### config.mk
export PLATFORM = sky130hd
export DESIGN_NAME = half_to_block_fixed_quantizer_flat
export DESIGN_NICKNAME = d
export VERILOG_FILES = /design/src/hdl/bfq_pkg.sv /design/src/hdl/bfq_if.sv /design/src/hdl/bfq_desc_fifo.sv /design/src/hdl/bfq_front.sv /design/src/hdl/bfq_back.sv /design/src/hdl/half_to_block_fixed_quantizer.sv /design/src/flat_wrapper.sv
export SDC_FILE = /design/constraint.sdc
export NUM_CORES = 2
export LEC_CHECK = 0
export ABC_AREA = 1
export BUFFER_PORTS_ARGS = -buffer_cell sky130_fd_sc_hd__buf_2
export CAP_MARGIN = 20
export CORE_MARGIN = 5
export CORE_UTILIZATION = 50
export DETAILED_ROUTE_END_ITERATION = 16
export GPL_ROUTABILITY_DRIVEN = 0
export PLACE_DENSITY = 0.68
export REMOVE_ABC_BUFFERS = 1
export SYNTH_ARGS = -nofsm -noshare
export SYNTH_HDL_FRONTEND = slang
export SYNTH_SLANG_ARGS = --single-unit
export TNS_END_PERCENT = 50
### constraint.sdc
create_clock -name clk -period 4.4 [get_ports clk]
set_input_delay 1.32 -clock clk [delete_from_list [all_inputs] [get_ports clk]]
set_output_delay 1.32 -clock clk [all_outputs]
set_load 0.01 [all_outputs]
### src/hdl/bfq_pkg.sv
// Package for the half-precision to block fixed-point quantizer.
// Field widths, constants and the per-word quantize function.
// No dependencies.
`timescale 1ns / 1ps

package bfq_pkg;

	localparam int unsigned BLOCK_DEPTH_DEF = 64;

	localparam int unsigned HALF_W  = 16;
	localparam int unsigned EXP_W   = 5;
	localparam int unsigned FIXED_W = 8;

	localparam logic [15:0] EXP_MASK   = 16'h7c00;
	localparam logic [15:0] MANT_MASK  = 16'h03ff;
	localparam logic [15:0] HIDDEN_ONE = 16'h0400;
	localparam logic [15:0] SIGN_MASK  = 16'h8000;
	localparam logic [8:0]  ROUND_MASK = 9'h1fc;

	// Shift of (diff + 2) reaches 11 when diff reaches this
	localparam logic [EXP_W-1:0] DIFF_ZERO = 5'd9;

	function automatic int unsigned idx_width(input int unsigned depth);
		return (depth > 1) ? $clog2(depth) : 1;
	endfunction

	function automatic logic [FIXED_W-1:0] quantize(input logic [HALF_W-1:0] word,
			input logic [EXP_W-1:0] blk_exp);
		logic            neg;
		logic [EXP_W-1:0] e;
		logic [EXP_W-1:0] diff;
		logic [10:0]     mant;
		logic [10:0]     sh;
		logic [8:0]      v;
		logic [9:0]      r;
		logic [6:0]      mag;
		neg  = (word & SIGN_MASK) != 16'h0;
		e    = EXP_W'((word & EXP_MASK) >> 10);
		mant = 11'((word & MANT_MASK) | HIDDEN_ONE);
		diff = blk_exp - e;
		sh   = mant >> (diff + 5'd2);
		v    = (diff >= DIFF_ZERO) ? 9'd0 : sh[8:0];
		r    = {1'b0, v};
		if ((v & ROUND_MASK) != ROUND_MASK)
			r = {1'b0, v} + {9'd0, v[2]} + 10'd1;
		mag = r[8:2];
		return neg ? (8'd0 - {1'b0, mag}) : {1'b0, mag};
	endfunction

endpackage

### src/hdl/bfq_if.sv
// Stream interfaces for the quantizer: incoming half words and outgoing results.
// Depends on bfq_pkg.
`timescale 1ns / 1ps

interface bfq_word_if import bfq_pkg::*; ();
	logic              valid;
	logic              ready;
	logic [HALF_W-1:0] half_word;
	logic              block_end;

	modport source(output valid, half_word, block_end, input ready);
	modport sink(input valid, half_word, block_end, output ready);
endinterface

interface bfq_result_if import bfq_pkg::*; ();
	logic                      valid;
	logic                      ready;
	logic signed [FIXED_W-1:0] fixed_value;
	logic [EXP_W-1:0]          block_exponent;
	logic                      final_result;

	modport source(output valid, fixed_value, block_exponent, final_result, input ready);
	modport sink(input valid, fixed_value, block_exponent, final_result, output ready);
endinterface

### src/hdl/bfq_desc_fifo.sv
// Two-entry queue of closed-block descriptors between the front and back ends.
// No package dependencies.
`timescale 1ns / 1ps

module bfq_desc_fifo #(
	parameter int unsigned W = 11
) (
	input  logic         clk,
	input  logic         arst_n,
	input  logic         push,
	input  logic [W-1:0] push_data,
	input  logic         pop,
	output logic [W-1:0] pop_data,
	output logic         empty,
	output logic         full
);

	logic [W-1:0] entry_q [2];
	logic         wr_ptr_q;
	logic         rd_ptr_q;
	logic [1:0]   cnt_q;

	assign empty    = (cnt_q == 2'd0);
	assign full     = (cnt_q == 2'd2);
	assign pop_data = entry_q[rd_ptr_q];

	always_ff @(posedge clk) begin
		if (push)
			entry_q[wr_ptr_q] <= push_data;
	end

	always_ff @(posedge clk or negedge arst_n) begin
		if (!arst_n) begin
			wr_ptr_q <= 1'b0;
			rd_ptr_q <= 1'b0;
			cnt_q    <= 2'd0;
		end else begin
			if (push)
				wr_ptr_q <= ~wr_ptr_q;
			if (pop)
				rd_ptr_q <= ~rd_ptr_q;
			cnt_q <= cnt_q + {1'b0, push} - {1'b0, pop};
		end
	end

endmodule

### src/hdl/bfq_front.sv
// Front end: takes half words, writes them to the buffer bank being filled,
// tracks the block's largest exponent and closes blocks. Depends on bfq_pkg, bfq_if.
`timescale 1ns / 1ps

module bfq_front import bfq_pkg::*; #(
	parameter int unsigned BLOCK_DEPTH = BLOCK_DEPTH_DEF,
	localparam int unsigned AW = idx_width(BLOCK_DEPTH)
) (
	input  logic                 clk,
	input  logic                 arst_n,
	bfq_word_if.sink             word_ch,
	input  logic                 done,
	input  logic                 fifo_full,
	output logic                 wr_en,
	output logic [AW:0]          wr_addr,
	output logic [HALF_W-1:0]    wr_data,
	output logic                 push,
	output logic [AW+EXP_W-1:0]  push_data
);

	logic [AW-1:0]    fill_q;
	logic [EXP_W-1:0] max_q;
	logic             wbank_q;
	logic [1:0]       credit_q;
	logic             xfer;
	logic             close;
	logic [EXP_W-1:0] e;
	logic [EXP_W-1:0] new_max;

	// At most two blocks (one per bank) wait for or are in readout
	assign word_ch.ready = (credit_q != 2'd2) && !fifo_full;
	assign xfer          = word_ch.valid && word_ch.ready;
	assign e             = word_ch.half_word[14:10];
	assign new_max       = (e > max_q) ? e : max_q;
	assign close         = word_ch.block_end || (fill_q == AW'(BLOCK_DEPTH - 1));

	assign wr_en     = xfer;
	assign wr_addr   = {wbank_q, fill_q};
	assign wr_data   = word_ch.half_word;
	assign push      = xfer && close;
	assign push_data = {fill_q, new_max};

	always_ff @(posedge clk or negedge arst_n) begin
		if (!arst_n) begin
			fill_q   <= '0;
			max_q    <= '0;
			wbank_q  <= 1'b0;
			credit_q <= 2'd0;
		end else begin
			if (xfer) begin
				if (close) begin
					fill_q  <= '0;
					max_q   <= '0;
					wbank_q <= ~wbank_q;
				end else begin
					fill_q <= fill_q + 1'b1;
					max_q  <= new_max;
				end
			end
			credit_q <= credit_q + {1'b0, push} - {1'b0, done};
		end
	end

endmodule

### src/hdl/bfq_back.sv
// Back end: holds the two-bank word buffer and reads a closed block out, one quantized
// result per unstalled cycle into the output register. Depends on bfq_pkg, bfq_if.
`timescale 1ns / 1ps

module bfq_back import bfq_pkg::*; #(
	parameter int unsigned BLOCK_DEPTH = BLOCK_DEPTH_DEF,
	localparam int unsigned AW = idx_width(BLOCK_DEPTH)
) (
	input  logic                clk,
	input  logic                arst_n,
	input  logic                wr_en,
	input  logic [AW:0]         wr_addr,
	input  logic [HALF_W-1:0]   wr_data,
	input  logic                fifo_empty,
	input  logic [AW+EXP_W-1:0] pop_data,
	output logic                pop,
	output logic                done,
	bfq_result_if.source        result_ch
);

	typedef enum logic {
		ST_IDLE,
		ST_EMIT
	} state_t;

	logic [HALF_W-1:0] mem [2**(AW+1)];

	state_t            state_q;
	logic              rbank_q;
	logic [AW-1:0]     k_q;
	logic [AW-1:0]     last_q;
	logic [EXP_W-1:0]  exp_q;
	logic [HALF_W-1:0] rdata_q;
	logic              out_valid_q;
	logic [FIXED_W-1:0] fixed_q;
	logic [EXP_W-1:0]  bexp_q;
	logic              final_q;

	logic              load;
	logic              rd_en;
	logic [AW:0]       rd_addr;
	logic              at_last;

	assign load    = (state_q == ST_EMIT) && (!out_valid_q || result_ch.ready);
	assign at_last = (k_q == last_q);
	assign pop     = (state_q == ST_IDLE) && !fifo_empty;
	assign done    = load && at_last;

	always_comb begin
		rd_en   = 1'b0;
		rd_addr = {rbank_q, k_q};
		if (pop) begin
			rd_en   = 1'b1;
			rd_addr = {rbank_q, {AW{1'b0}}};
		end else if (load && !at_last) begin
			rd_en   = 1'b1;
			rd_addr = {rbank_q, k_q + 1'b1};
		end
	end

	always_ff @(posedge clk) begin
		if (wr_en)
			mem[wr_addr] <= wr_data;
		if (rd_en)
			rdata_q <= mem[rd_addr];
	end

	always_ff @(posedge clk or negedge arst_n) begin
		if (!arst_n) begin
			state_q     <= ST_IDLE;
			rbank_q     <= 1'b0;
			k_q         <= '0;
			last_q      <= '0;
			exp_q       <= '0;
			out_valid_q <= 1'b0;
			fixed_q     <= '0;
			bexp_q      <= '0;
			final_q     <= 1'b0;
		end else begin
			if (load) begin
				out_valid_q <= 1'b1;
				fixed_q     <= quantize(rdata_q, exp_q);
				bexp_q      <= exp_q;
				final_q     <= at_last;
			end else if (result_ch.ready) begin
				out_valid_q <= 1'b0;
			end
			case (state_q)
				ST_IDLE: begin
					if (pop) begin
						k_q     <= '0;
						last_q  <= pop_data[AW+EXP_W-1:EXP_W];
						exp_q   <= pop_data[EXP_W-1:0];
						state_q <= ST_EMIT;
					end
				end
				ST_EMIT: begin
					if (load) begin
						if (at_last) begin
							rbank_q <= ~rbank_q;
							state_q <= ST_IDLE;
						end else begin
							k_q <= k_q + 1'b1;
						end
					end
				end
				default: state_q <= ST_IDLE;
			endcase
		end
	end

	assign result_ch.valid          = out_valid_q;
	assign result_ch.fixed_value    = fixed_q;
	assign result_ch.block_exponent = bexp_q;
	assign result_ch.final_result   = final_q;

endmodule

### src/hdl/half_to_block_fixed_quantizer.sv
// Top level of the half-precision to block fixed-point quantizer.
// Depends on bfq_pkg, bfq_if, bfq_front, bfq_desc_fifo and bfq_back.
`timescale 1ns / 1ps

// Words are taken one per cycle and written to one bank of a two-bank word
// buffer while the largest exponent is tracked. A block closes on block_end or
// when BLOCK_DEPTH words are held; it is then queued for readout and the front
// keeps filling the other bank. Readout begins once the block is dequeued, with
// its first word read from the buffer as the descriptor is popped, and gives one
// result per cycle while the sink takes them, paced by the buffer's single read
// port. The front stalls only while both banks hold blocks that have not been
// fully read out.

module half_to_block_fixed_quantizer import bfq_pkg::*; #(
	parameter int unsigned BLOCK_DEPTH = BLOCK_DEPTH_DEF
) (
	input logic          clk,
	input logic          arst_n,
	bfq_word_if.sink     word_ch,
	bfq_result_if.source result_ch
);

	localparam int unsigned AW = idx_width(BLOCK_DEPTH);

	logic                wr_en;
	logic [AW:0]         wr_addr;
	logic [HALF_W-1:0]   wr_data;
	logic                push;
	logic [AW+EXP_W-1:0] push_data;
	logic                pop;
	logic [AW+EXP_W-1:0] pop_data;
	logic                fifo_empty;
	logic                fifo_full;
	logic                done;

	bfq_front #(.BLOCK_DEPTH(BLOCK_DEPTH)) u_front (
		.clk       (clk),
		.arst_n    (arst_n),
		.word_ch   (word_ch),
		.done      (done),
		.fifo_full (fifo_full),
		.wr_en     (wr_en),
		.wr_addr   (wr_addr),
		.wr_data   (wr_data),
		.push      (push),
		.push_data (push_data)
	);

	bfq_desc_fifo #(.W(AW + EXP_W)) u_fifo (
		.clk       (clk),
		.arst_n    (arst_n),
		.push      (push),
		.push_data (push_data),
		.pop       (pop),
		.pop_data  (pop_data),
		.empty     (fifo_empty),
		.full      (fifo_full)
	);

	bfq_back #(.BLOCK_DEPTH(BLOCK_DEPTH)) u_back (
		.clk        (clk),
		.arst_n     (arst_n),
		.wr_en      (wr_en),
		.wr_addr    (wr_addr),
		.wr_data    (wr_data),
		.fifo_empty (fifo_empty),
		.pop_data   (pop_data),
		.pop        (pop),
		.done       (done),
		.result_ch  (result_ch)
	);

endmodule

### src/flat_wrapper.sv
// flat-port wrapper written by rule: the top's interface ports become plain ports
module half_to_block_fixed_quantizer_flat import bfq_pkg::*;
#(
	parameter int unsigned BLOCK_DEPTH = BLOCK_DEPTH_DEF
)
  (clk, arst_n, word_ch_valid, word_ch_half_word, word_ch_block_end, word_ch_ready, result_ch_valid, result_ch_fixed_value, result_ch_block_exponent, result_ch_final_result, result_ch_ready);
  bfq_word_if word_ch_i ();
  bfq_result_if result_ch_i ();
  input logic clk;
  input logic arst_n;
  input wire logic [$bits(word_ch_i.valid)-1:0] word_ch_valid;
  input wire logic [$bits(word_ch_i.half_word)-1:0] word_ch_half_word;
  input wire logic [$bits(word_ch_i.block_end)-1:0] word_ch_block_end;
  output wire logic [$bits(word_ch_i.ready)-1:0] word_ch_ready;
  output wire logic [$bits(result_ch_i.valid)-1:0] result_ch_valid;
  output wire logic [$bits(result_ch_i.fixed_value)-1:0] result_ch_fixed_value;
  output wire logic [$bits(result_ch_i.block_exponent)-1:0] result_ch_block_exponent;
  output wire logic [$bits(result_ch_i.final_result)-1:0] result_ch_final_result;
  input wire logic [$bits(result_ch_i.ready)-1:0] result_ch_ready;
  assign word_ch_i.valid = word_ch_valid;
  assign word_ch_i.half_word = word_ch_half_word;
  assign word_ch_i.block_end = word_ch_block_end;
  assign word_ch_ready = word_ch_i.ready;
  assign result_ch_valid = result_ch_i.valid;
  assign result_ch_fixed_value = result_ch_i.fixed_value;
  assign result_ch_block_exponent = result_ch_i.block_exponent;
  assign result_ch_final_result = result_ch_i.final_result;
  assign result_ch_i.ready = result_ch_ready;
  half_to_block_fixed_quantizer #(.BLOCK_DEPTH(BLOCK_DEPTH)) u_core (.clk(clk), .arst_n(arst_n), .word_ch(word_ch_i), .result_ch(result_ch_i));
endmodule
==> out/qor.txt <==
I/O pin count -> 37
Comb power frac -> 47.6%
Placed cells -> 9,634
Data required, critical path -> 5.16 ns
First-pass GRT wire length -> 387,000 um
Critical path endpoint -> u_core.u_back.result_ch.fixed_value[6]$_DFFE_PN0P_
Overflow after GRT -> 0
H-tree depth -> 4
Worst-margin pin slew -> 1.15 ns
Reg-to-reg critical path endpoint -> u_core.u_back.result_ch.fixed_value[6]$_DFFE_PN0P_
Die area -> 184,000 um2
Setup slack, reg-to-reg -> 0.22 ns
Cell Count, Final, Fillers Out -> 10,017
Avg Inst Size Synth -> 11.9 um2
Hold Crit Class -> flop to flop
Clock network power share -> 22.3%
Adder-Cell Fraction of Synth Area -> 0.279%
Horiz. Die Dim -> 429 um
Mux cell area share after synthesis -> 0%
Synth unique cells -> 38
Non-Filler Cell Area, Final -> 99,600 um2
Crit path launch -> u_core.u_back.rdata_q[11]$_DFFE_PP_
Top post-synthesis cells by area -> edfxtp_1 71%, nand3_1 15%, nand2_1 7.5%
Wirelength per Cell -> 26.2 um
Share of layout cells above drive strength 1 -> 9.90%
Count of pins over their slew limit -> 0
Int Pwr -> 44.1 mW
Length of the first detailed-routing pass in iterations -> 6
Worst EP arrival -> 4.94 ns
Layout area overhead -> 13.5%
Worst Skew -> 0.0586 ns
Worst Path Max Fanout -> 8
Critical Path End Type -> flop
CORE AREA -> 174,000 um2
GRT met2 Usage -> 42.6%
Seq pwr share -> 30.1%
CP Launch Type -> flop
Status -> finished clean
PwrDens -> 787 nW/um2
Slew headroom -> 23.2%
Clk Latency, worst-skew pair -> 0.88 ns
Clock sink total -> 2,138
Fin crit period -> 4.18 ns
Die Height -> 429 um
Via Count -> 61,752
GR Util met1 -> 38.5%
Final nets -> 7,557
DRT iter0 DRCs -> 9,369
Post-DP HPWL -> 152,000 um
Pleak -> 35.3 nW
Vias in the first global route -> 58,765
DP Area -> 93,000 um2
Final setup violation count -> 0
Setup Crit Path Kind -> flop to flop
Root Driver -> clkbuf_16
Largest net degree at the start of global routing -> 132
Synth warn -> 0
Switching portion of total power -> 43.7%
Worst-path clk slew -> 0.06 ns
Period utilization -> 95.0%
Sequential area share after synthesis -> 72.9%
Mapped Area -> 87,800 um2
Fmax -> 239 MHz
Most frequent cells in the layout -> 2,593 x nand3_1, 2,086 x edfxtp_1, 1,744 x nand2_1, 331 x buf_4, 207 x clkbuf_16
Worst r2r src -> u_core.u_back.rdata_q[11]$_DFFE_PP_
Initial antenna violation count -> 10
Synth Instances -> 7,381
Row Count -> 153
Hold-fix buffers at CTS -> 0
RSZ-0062 raised after global routing -> false
Routed wire length -> 263,000 um
Leading area contributor after synthesis -> edfxtp_1
Peak supply drop -> 770 uV
Max clock buf depth -> 3
Synth Area in Compound Gates -> 0.413%
MaxCap Viol Count -> 0
Tot Pwr -> 78.4 mW
Commonest non-fill, non-tap cell in the layout -> nand3_1
Largest family of logic cells by synthesized area -> simple AND/OR/NAND/NOR gates
Initial core utilization -> 50.4%
Final Hold Viols -> 0
Yosys top cell area share -> 71.4%
Post-DRT Antenna Nets -> 0
Via density per instance -> 6.16
Setup Buffers After CTS -> 0
Synth Register Bits -> 2,138
Num CTS Buffers -> 206
PostCTS Resize Cnt -> 0
Post-synth EDFFs -> 2,086
Met3 Usage GRT -> 6.52%
Busiest layer in global routing -> met2
Primary FF master, synth -> edfxtp_1
WHS -> 0.478 ns
CTS tree -> done
Number of I/O port buffers -> 36
Worst R2R Path Depth -> 24
Switching power -> 34.3 mW
Ys async rst share -> 2.43%
GRT Overall Usage -> 27.9%
Post-Synth Simple-Gate Area -> 23.2%
XOR/XNOR Fraction of Synth Area -> 0.130%
Residual DRC count -> 0
## final cells by class
class                           instances  area (um2)
Antenna cell                            4        10.0
Clock buffer                          273        5480
Clock inverter                        106        1140
Fill cell                           13890       74600
Inverter                               92         363
Multi-Input combinational cell       4627       21200
Sequential cell                      2138       63900
Tap cell                             2325        2910
Timing Repair Buffer                  452        4610
## cell families after synthesis
family	Yosys count
XOR/XNOR	13
AO/OA/AOI/OAI	61
AND/OR/NAND/NOR	4534
adder cells (fa/ha/maj)	19
buffers and inverters	616
flip-flops	2138
## metal layers
layer  vias to the layer above  wire (um)
li1                      26922          -
met1                     30132      98600
met2                      4018     119000
met3                       674      31800
met4                         6      13100
met5                         -         45
## power by group through the flow
stage	Sequential, mW	Combinational (mW)	Clock [mW]
floorplan	23.6	17.4	0
global placement	24.0	36.1	0
detailed placement	24.0	36.5	0
CTS	23.5	36.7	17.6
global route	23.6	40.1	18.5
finish	23.6	37.3	17.5
## synthesized netlist by cell type (all sizes together) (2+ instances only)
| cell | count |
|---|---|
| a31oi | 11 |
| clkbuf | 159 |
| o21ai | 19 |
| nand3 | 2599 |
| nor2 | 172 |
| nand4 | 4 |
| nand2 | 1749 |
| o21a | 2 |
| edfxtp | 2086 |
| inv | 90 |
| clkinv | 2 |
| xor2 | 9 |
| ha | 18 |
| dfrtp | 52 |
| a21oi | 14 |
| o22ai | 10 |
| nor3 | 9 |
| buf | 365 |
| xnor2 | 4 |
## registers in the layout, indices dropped and copies added, names as in the netlist, 5 cells and up
register and count:
u_core.u_front.fill_q 6, u_core.u_back.result_ch.block_exponent 5, u_core.u_back.exp_q 5, u_core.u_front.max_q 5, u_core.u_fifo.entry_q 22, u_core.u_back.mem 2048, u_core.u_back.result_ch.fixed_value 8, u_core.u_back.last_q 6
u_core.u_back.k_q 6, u_core.u_back.rdata_q 16
## worst max-delay path: stages (launching register included)
cell and delay, ns:
edfxtp_1 0.61, inv_1 0.16, fa_1 0.46, inv_1 0.07
nand2_1 0.06, nand2_1 0.08, inv_1 0.05, ha_1 0.38
inv_2 0.16, nand3_1 0.09, nand2_1 0.09, nand3_1 0.16
inv_1 0.11, nand3_1 0.08, nor2_1 0.22, nand3_2 0.16
inv_1 0.14, a21oi_1 0.07, ha_1 0.22, nand3_1 0.08
nor2_1 0.05, nand3_1 0.08, nand3_1 0.24, nand3_1 0.19
nand2_1 0.06
## per-stage QoR
step,setup slack (ns),setup TNS [ns],util [%]
after floorplan,-25.22,-438.28,-
after global placement,-0.285,-1.96,53.4
after detailed placement,-0.305,-1.99,53.4
after CTS,0.178,0,57.2
after global routing,0.0215,0,57.2
final,0.219,0,57.2
## worst min path at each step
stage	start	to	slack [ns]	depth (start not counted)
after floorplan	u_core.u_front.fill_q[0]$_DFFE_PN0P_	u_core.u_fifo.entry_q[0][5]$_DFFE_PP_	0.47	0
after global placement	u_core.u_back.result_ch.fixed_value[2]$_DFFE_PN0P_	u_core.u_back.result_ch.fixed_value[2]$_DFFE_PN0P_	0.46	2
after detailed placement	u_core.u_back.result_ch.fixed_value[4]$_DFFE_PN0P_	u_core.u_back.result_ch.fixed_value[4]$_DFFE_PN0P_	0.46	2
after CTS	u_core.u_back.result_ch.fixed_value[4]$_DFFE_PN0P_	u_core.u_back.result_ch.fixed_value[4]$_DFFE_PN0P_	0.48	2
after global routing	u_core.u_back.result_ch.fixed_value[0]$_DFFE_PN0P_	u_core.u_back.result_ch.fixed_value[0]$_DFFE_PN0P_	0.50	2
final	u_core.u_back.result_ch.fixed_value[4]$_DFFE_PN0P_	u_core.u_back.result_ch.fixed_value[4]$_DFFE_PN0P_	0.48	2
Power figures use the tool's default switching activity.
